==> config.mk <==
export PLATFORM = sky130hd
export DESIGN_NAME = dakf_front_flat
export DESIGN_NICKNAME = d
export VERILOG_FILES = /design/src/rtl/core/dakf_pkg.sv /design/src/rtl/core/dakf_if.sv /design/src/rtl/core/dakf_front.sv /design/src/flat_wrapper.sv
export SDC_FILE = /design/constraint.sdc
export NUM_CORES = 1
export LEC_CHECK = 0
export BUFFER_PORTS_ARGS = -buffer_cell sky130_fd_sc_hd__buf_4
export CAP_MARGIN = 20
export CORE_ASPECT_RATIO = 1.5
export CORE_UTILIZATION = 45
export CTS_CLUSTER_DIAMETER = 150
export DETAILED_ROUTE_END_ITERATION = 6
export GPL_ROUTABILITY_DRIVEN = 0
export MAX_ROUTING_LAYER = met4
export PLACE_DENSITY = 0.7
export RECOVER_POWER = 100
export SLEW_MARGIN = 20
export SYNTH_ARGS = -nofsm -noshare
export SYNTH_HDL_FRONTEND = slang
export SYNTH_SLANG_ARGS = --single-unit
export TNS_END_PERCENT = 100
==> constraint.sdc <==
create_clock -name clk -period 5.95 [get_ports clk]
set_clock_uncertainty 0.1 [all_clocks]
set_input_delay 0.8925 -clock clk [delete_from_list [all_inputs] [get_ports clk]]
set_output_delay 0.8925 -clock clk [all_outputs]
set_load 0.05 [all_outputs]
==> src/rtl/core/dakf_pkg.sv <==
// ============================================================================
// dakf_pkg: shared types and constants of the dual-axis angle Kalman filter
// Holds the command word between front end and core, the noise register
// set, register indexes and their reset values, and the sequencer states.
// ============================================================================
package dakf_pkg;

    // Fixed-point layout
    localparam int DAKF_FRAC    = 24;
    localparam int DAKF_NOISE_W = 24;
    localparam int DAKF_XW      = 70;   // wide working width for sums
    localparam int DAKF_MA_W    = 35;   // multiplier operand A
    localparam int DAKF_MB_W    = 33;   // multiplier operand B
    localparam int DAKF_PROD_W  = DAKF_MA_W + DAKF_MB_W;
    localparam int DAKF_RND_W   = DAKF_PROD_W - DAKF_FRAC;

    // Command queue depth
    localparam int DAKF_QUEUE_DEPTH = 2;

    // Configuration register indexes
    localparam int DAKF_CFG_IDX_W = 3;
    localparam logic [DAKF_CFG_IDX_W-1:0] REG_ROLL_ANGLE_NOISE    = 3'd0;
    localparam logic [DAKF_CFG_IDX_W-1:0] REG_ROLL_BIAS_NOISE     = 3'd1;
    localparam logic [DAKF_CFG_IDX_W-1:0] REG_ROLL_MEASURE_NOISE  = 3'd2;
    localparam logic [DAKF_CFG_IDX_W-1:0] REG_PITCH_ANGLE_NOISE   = 3'd3;
    localparam logic [DAKF_CFG_IDX_W-1:0] REG_PITCH_BIAS_NOISE    = 3'd4;
    localparam logic [DAKF_CFG_IDX_W-1:0] REG_PITCH_MEASURE_NOISE = 3'd5;

    // Register reset values
    localparam logic [DAKF_NOISE_W-1:0] RST_ROLL_ANGLE_NOISE    = 24'd167772;
    localparam logic [DAKF_NOISE_W-1:0] RST_ROLL_BIAS_NOISE     = 24'd503316;
    localparam logic [DAKF_NOISE_W-1:0] RST_ROLL_MEASURE_NOISE  = 24'd503316;
    localparam logic [DAKF_NOISE_W-1:0] RST_PITCH_ANGLE_NOISE   = 24'd16777;
    localparam logic [DAKF_NOISE_W-1:0] RST_PITCH_BIAS_NOISE    = 24'd50331;
    localparam logic [DAKF_NOISE_W-1:0] RST_PITCH_MEASURE_NOISE = 24'd503316;

    typedef enum logic {
        ACT_UPDATE = 1'b0,
        ACT_SET    = 1'b1
    } dakf_action_t;

    typedef struct packed {
        logic [DAKF_NOISE_W-1:0] angle_noise;
        logic [DAKF_NOISE_W-1:0] bias_noise;
        logic [DAKF_NOISE_W-1:0] measure_noise;
    } dakf_noise_t;

    typedef struct packed {
        dakf_action_t       action;
        logic               axis;
        logic signed [31:0] measured_angle;
        logic signed [31:0] gyro_rate;
        logic [23:0]        time_step;
    } dakf_cmd_t;

    typedef enum logic [3:0] {
        ST_IDLE,
        ST_ANG,
        ST_T,
        ST_P00,
        ST_P11,
        ST_DIV_START,
        ST_DIV_WAIT,
        ST_KY0,
        ST_KY1,
        ST_KA0,
        ST_KB0,
        ST_KA1,
        ST_KB1,
        ST_DONE
    } dakf_state_t;

endpackage

==> src/rtl/core/dakf_if.sv <==
// ============================================================================
// dakf_if: sample and result channels
// Valid/ready channels carrying one sample word in and one result word out.
// ============================================================================
interface dakf_sample_if;
    logic        valid;
    logic        ready;
    logic        action;
    logic        axis;
    logic signed [31:0] measured_angle;
    logic signed [31:0] gyro_rate;
    logic [23:0] time_step;

    modport source (output valid, action, axis, measured_angle, gyro_rate, time_step,
                    input ready);
    modport sink   (input valid, action, axis, measured_angle, gyro_rate, time_step,
                    output ready);
endinterface


==> src/rtl/core/dakf_front.sv <==
// ============================================================================
// dakf_front: sample intake and command queue
// Accepts sample words, classifies them as update or set commands and
// holds them in a short queue for the core.
// ============================================================================
module dakf_front
    import dakf_pkg::*;
#(
    parameter int QUEUE_DEPTH = DAKF_QUEUE_DEPTH
)
(
    input  logic             clk,
    input  logic             rst_n,
    dakf_sample_if.sink      sample,
    output logic             cmd_valid,
    output dakf_cmd_t        cmd,
    input  logic             cmd_pop
);

    localparam int PW = $clog2(QUEUE_DEPTH);
    localparam int CW = $clog2(QUEUE_DEPTH + 1);

    dakf_cmd_t         queue_reg [QUEUE_DEPTH];
    logic [PW-1:0]     wr_ptr_reg;
    logic [PW-1:0]     rd_ptr_reg;
    logic [CW-1:0]     count_reg;
    logic              push;
    dakf_cmd_t         new_cmd;

    // Classify the incoming word.
    always_comb
    begin
        new_cmd.action         = sample.action ? ACT_SET : ACT_UPDATE;
        new_cmd.axis           = sample.axis;
        new_cmd.measured_angle = sample.measured_angle;
        new_cmd.gyro_rate      = sample.gyro_rate;
        new_cmd.time_step      = sample.time_step;
    end

    assign sample.ready = (count_reg != CW'(QUEUE_DEPTH));
    assign push         = sample.valid && sample.ready;
    assign cmd_valid    = (count_reg != '0);
    assign cmd          = queue_reg[rd_ptr_reg];

    // Queue storage.
    always_ff @(posedge clk)
    begin
        if (push)
        begin
            queue_reg[wr_ptr_reg] <= new_cmd;
        end
    end

    // Queue pointers and fill count.
    always_ff @(posedge clk or negedge rst_n)
    begin
        if (!rst_n)
        begin
            wr_ptr_reg <= '0;
            rd_ptr_reg <= '0;
            count_reg  <= '0;
        end
        else
        begin
            if (push)
            begin
                wr_ptr_reg <= (wr_ptr_reg == PW'(QUEUE_DEPTH - 1)) ? '0 : wr_ptr_reg + 1'b1;
            end
            if (cmd_pop)
            begin
                rd_ptr_reg <= (rd_ptr_reg == PW'(QUEUE_DEPTH - 1)) ? '0 : rd_ptr_reg + 1'b1;
            end
            if (push && !cmd_pop)
            begin
                count_reg <= count_reg + 1'b1;
            end
            else if (!push && cmd_pop)
            begin
                count_reg <= count_reg - 1'b1;
            end
        end
    end

endmodule

==> src/flat_wrapper.sv <==
// flat-port wrapper written by rule: the top's interface ports become plain ports
module dakf_front_flat import dakf_pkg::*;
#(
    parameter int QUEUE_DEPTH = DAKF_QUEUE_DEPTH
)
  (clk, rst_n, cmd_valid, cmd, cmd_pop, sample_valid, sample_action, sample_axis, sample_measured_angle, sample_gyro_rate, sample_time_step, sample_ready);
  dakf_sample_if sample_i ();
  input  logic clk;
  input  logic rst_n;
  output logic cmd_valid;
  output dakf_cmd_t cmd;
  input  logic cmd_pop;
  input wire logic [$bits(sample_i.valid)-1:0] sample_valid;
  input wire logic [$bits(sample_i.action)-1:0] sample_action;
  input wire logic [$bits(sample_i.axis)-1:0] sample_axis;
  input wire logic [$bits(sample_i.measured_angle)-1:0] sample_measured_angle;
  input wire logic [$bits(sample_i.gyro_rate)-1:0] sample_gyro_rate;
  input wire logic [$bits(sample_i.time_step)-1:0] sample_time_step;
  output wire logic [$bits(sample_i.ready)-1:0] sample_ready;
  assign sample_i.valid = sample_valid;
  assign sample_i.action = sample_action;
  assign sample_i.axis = sample_axis;
  assign sample_i.measured_angle = sample_measured_angle;
  assign sample_i.gyro_rate = sample_gyro_rate;
  assign sample_i.time_step = sample_time_step;
  assign sample_ready = sample_i.ready;
  dakf_front #(.QUEUE_DEPTH(QUEUE_DEPTH)) u_core (.clk(clk), .rst_n(rst_n), .sample(sample_i), .cmd_valid(cmd_valid), .cmd(cmd), .cmd_pop(cmd_pop));
endmodule
Word-level counts from Yosys, hierarchy flattened --
Memory sizes are Yosys's and may differ from the RTL's. Index checks and enable logic that the tools add are counted.
Cells by class: add/subtract/negate cells 4, multiply operators 0, div/mod/pow operators 0, $lt $le $gt $ge 0, equal/unequal tests 1, shift-type cells 0, mux-type cells 7, bitwise gates (word level) 0, reductions and logical operators 7
Operators by type and width (number):
- 2-to-1 mux 1 bit | 5
- 2-to-1 mux 2 bit | 2
- nonzero test 2 bit | 2
- logical AND 1 bit | 3
- adder 1 bit, second input constant | 2
- adder 2 x 1 -> 2 bit, second input constant | 1
- zero test 1 bit | 2
- inequality test 2 bit, second input constant | 1
- subtractor 2 x 1 -> 2 bit, second input constant | 1
Word-level totals: bits in registers 4, latch bits 0, bits in writable memories 180, bits in read-only memories 0, bits of input ports 94, output and inout bits 92, logic and storage cells 23, memories kept 1
Memories:
- u_core.queue_reg | words 2, bits a word 90, rd ports 1, clocked after memory_dff 0, write ports 1, RTL line dakf_front.sv:23 | dakf_cmd_t queue_reg [QUEUE_DEPTH];

Logic depth before layout (Yosys ltp) --
word-level depth 6, mapped depth 7, gate-level depth less buffers 7

Least setup slack after synthesis --
No wires, ideal clock.
path kind register to register, from register u_core.count_reg[0], to memory u_core.queue_reg[0][0] in the netlist's numbering (enable), library setup time 0.540 ns, data arrival time 4.820 ns, data required time 5.310 ns, slack 0.490 ns, stages on the path, launching flop included 4, path buffers 0, period minus slack after synthesis 5.460 ns, path through dfrtp_1 -> nand2b_1 -> nand2_1 -> nor2_1
On the way: longest elaborated chain between the ends 4
Ends and longest elaborated chain:
- start: declaration | RTL line dakf_front.sv:26 | logic [CW-1:0] count_reg;
- start signal: assignment | RTL line dakf_front.sv:75 | count_reg <= count_reg + 1'b1;
- start signal: assignment | RTL line dakf_front.sv:79 | count_reg <= count_reg - 1'b1;
- inequality test 2 bit | RTL line dakf_front.sv:40 | assign sample.ready = (count_reg != CW'(QUEUE_DEPTH));
- net sample_ready | RTL line flat_wrapper.sv:19 | output wire logic [$bits(sample_i.ready)-1:0] sample_ready;
- logical AND 1 bit | RTL line dakf_front.sv:41 | assign push = sample.valid && sample.ready;
- 2-to-1 mux 1 bit | RTL line dakf_front.sv:48 | if (push)
- 2-to-1 mux 1 bit (implied by the code) | RTL line dakf_front.sv:50 | queue_reg[wr_ptr_reg] <= new_cmd;
- end: declaration | RTL line dakf_front.sv:23
The timed path passes the listed nets, and every way through them passes these cells.

Worst setup path after layout --
from register u_core.count_reg[0], to memory u_core.queue_reg[0][41] in the netlist's numbering (enable)
On the way: longest elaborated chain between the ends 4
Ends and longest elaborated chain (RTL line):
- inequality test 2 bit | dakf_front.sv:40
- logical AND 1 bit | dakf_front.sv:41
- 2-to-1 mux 1 bit | dakf_front.sv:48
- 2-to-1 mux 1 bit (implied by the code) | dakf_front.sv:50
No other way between the ends.

==> flow_metrics.py <==
metrics = {
    "placed_design": {
        "dp.cells": 680,
        "dpl.hpwl_mm": 8.645,
        "place_ws_ns": 2.700,
        "placed_area_sq_um": 8636,
        "port_buffers": 185,
    },
    "worst_setup_path": {
        "critPathTopFamily": "simple AND/OR/NAND/NOR gates",
        "crit_path_top_delay_cell": "nor2_1",
        "cpPeakStageDelay_ns": 2.24,
        "crit_chain": "nand2b_1 > nand2_1 > nor2_1 > buf_4",
        "worstPathArrival_ns": 4.28,
        "crit_required_ns": 5.90,
        "critPathKind": "reg2reg",
        "end_kind": "flop",
        "path_buf_inv": 1,
        "start_kind": "flop",
        "worstPathMaxFanout": 54,
    },
    "final_layout": {
        "largest_reg_flops": 180,
        "fin_util": 0.5614,
        "nets": 591,
        "drive_above_1_share": 0.3819,
        "area_growth_pct": 22.33,
        "final_area_sq_um": 8732,
        "stdcell_count": 711,
        "antennaDiodeCount": 0,
    },
    "die": {
        "rows": 56,
        "core-area_sq_um": 15550,
        "die_w_microns": 104.8,
        "pin_count": 186,
        "die-area_sq_um": 16380,
        "start_util": 0.4589,
        "die_h_microns": 156.3,
    },
    "power_and_ir_drop": {
        "combPwrFrac": 0.417,
        "p_sw_mw": 2.086,
        "power_density_nw_per_um2": 579.4,
        "p_leak_nw": 3.198,
        "max-vdd-ir-drop_uv": 258.7,
        "internal-power_mw": 2.973,
        "p_seq_frac": 0.376,
        "swShare": 0.4123,
        "p_total_mw": 5.059,
        "p_clk_frac": 0.206,
    },
    "timing": {
        "hold_slack_ns": 0.2088,
        "fin_crit_sh": 0.7285,
        "max_freq_mhz": 230.7,
        "slew_headroom": -1.040,
        "fin_ws_ns": 1.615,
        "maxSlewViolCount": 101,
        "finalHoldViolCount": 0,
        "finalSetupTns_ns": 0,
        "worst_pin_slew_ns": 3.049,
        "rsz0062_at_grt": "no",
        "fin_crit_ns": 4.335,
        "setup_viol": 0,
    },
    "global_routing": {
        "grt_pass1_wl_mm": 19.02,
        "grt_pass1_vias": 3496,
        "antenna_found_initial": 0,
        "overflow": 0,
        "grt_start_max_net_pins": 56,
        "grtUsageTotal": 0.1641,
    },
    "detailed_routing": {
        "remaining_drc_errors": 0,
        "drt-initial-drc-count": 122,
        "drt-vias-per-instance": 4.803,
        "drt.antenna.violating_nets": 0,
        "firstDrtPassIters": 6,
        "vias": 3415,
        "avgRoutedWirePerCell_microns": 18.36,
        "routed_wl_mm": 13.05,
    },
    "clock_tree": {
        "clk_pin_slew_ns": 0.07,
        "cts-root-buf": "clkbuf_16",
        "cts_resized": 0,
        "cts_inserted_buffers": 17,
        "clkLatencyLatePin_ns": 0.41,
        "cts_setup_buffers": 0,
        "ctsLongestPathBuffers": 2,
        "cts_tree": "built",
        "htreeDepth": 4,
        "cts_hold_buf": 0,
        "cts_sinks": 184,
    },
    "logic_synthesis": {
        "synth_top_cell_area_share": 0.7572,
        "synth_fp_nets": 393,
        "synth-seq-cells": 184,
        "yosys_warnings": 0,
        "synthTopCellsByArea": "edfxtp_1 76%, mux2_4 19%, buf_12 2.5%",
        "synth.avg_cell_area_sq_um": 23.95,
        "synth.distinct_cells": 15,
        "syn-cell-area_sq_um": 7138,
        "yosysTopAreaCell": "edfxtp_1",
        "synth_cells": 298,
        "yosysSeqAreaShare": 0.7713,
    },
    "outcome": {
        "violations": "capacitance limit, slew limit",
        "status": "finished, violations left",
    },
    "hold_path": {
        "worstHoldPathType": "in2async",
    },
    "run": {
        "cap_violations": 4,
    },
}
## cells in the final DEF, fill, tap and decap left out, drive strengths merged
master / n
edfxtp: 180
clkbuf: 125
mux2: 90
buf: 81
inv: 6
clkinv: 5
clkinvlp: 4
dfrtp: 4
xor2: 3
nor2: 2
xnor2: 2
nand2b: 1
nand2: 1
or2: 1
and3: 1
ha: 1
bufinv: 1
## cell usage after synthesis
master    count
inv_1         2
mux2_2        1
nand2b_1      1
ha_1          1
mux2_4       89
edfxtp_1    180
buf_6         1
xor2_1        3
nand2_1       1
nor2_1        2
or2_2         1
dfrtp_1       4
xnor2_1       2
and3_1        1
buf_12        9
## worst reg2reg max path, cell delays in order (launching register included)
cell and delay (ns):
dfrtp_1 0.40, nand2b_1 0.18, nand2_1 0.12, nor2_1 2.24
buf_4 0.89
## logic make-up (layout without fill, tap and decap cells)
kind of cell | after synthesis | in the layout | synth area share
flip-flops | 184 | 184 | 0.7713
AND/OR/NAND/NOR | 6 | 6 | 0.004208
adder cells (fa/ha/maj) | 1 | 1 | 0.001753
multiplexers | 90 | 90 | 0.1888
XOR/XNOR | 5 | 5 | 0.006136
buffers and inverters | 12 | 222 | 0.02787
## metal layers
metal  share of wire  up-vias  global-route usage
li1                -     1572                   -
met1            0.37     1723              0.1677
met2            0.58      106              0.3031
met3           0.040       14             0.04123
met4           0.015        0             0.05768
met5               0        -                   -
## cell type report
cell class	instances	area (sq um)
fillers	1293	6823
flip-flops and latches	184	5509
repair buffers	189	1259
multi-input cells	102	1156
clock buffers	17	425.4
well taps	203	254.0
clock inverters	14	121.4
inverters	2	7.507
## worst paths after layout
path | end | cells past startpoint | slack (ns) | from
worst max-delay path | u_core.queue_reg[0][41]$_DFFE_PP_ | 4 | 1.62 | u_core.count_reg[0]$_DFFE_PN0P_
worst min-delay path | u_core.wr_ptr_reg$_DFFE_PN0N_ | 1 | 0.21 | rst_n
worst max register to register | u_core.queue_reg[0][41]$_DFFE_PP_ | 4 | 1.62 | u_core.count_reg[0]$_DFFE_PN0P_
worst min register to register | u_core.count_reg[1]$_DFFE_PN0P_ | 1 | 0.40 | u_core.count_reg[1]$_DFFE_PN0P_
max in group asynchronous | u_core.rd_ptr_reg$_DFFE_PN0P_ | 1 | 5.31 | rst_n
min in group clk | u_core.count_reg[1]$_DFFE_PN0P_ | 1 | 0.40 | u_core.count_reg[1]$_DFFE_PN0P_
## power by group through the flow
| stage | logic [mW] | clock network [mW] | registers [mW] |
|---|---|---|---|
| after floorplan | 1.99 | 0 | 1.89 |
| after global placement | 2.41 | 0 | 1.94 |
| after detailed placement | 2.42 | 0 | 1.96 |
| after CTS | 2.43 | 1.07 | 1.93 |
| after global routing | 2.20 | 1.12 | 1.94 |
| final | 2.11 | 1.04 | 1.90 |
Power figures use the tool's default switching activity.
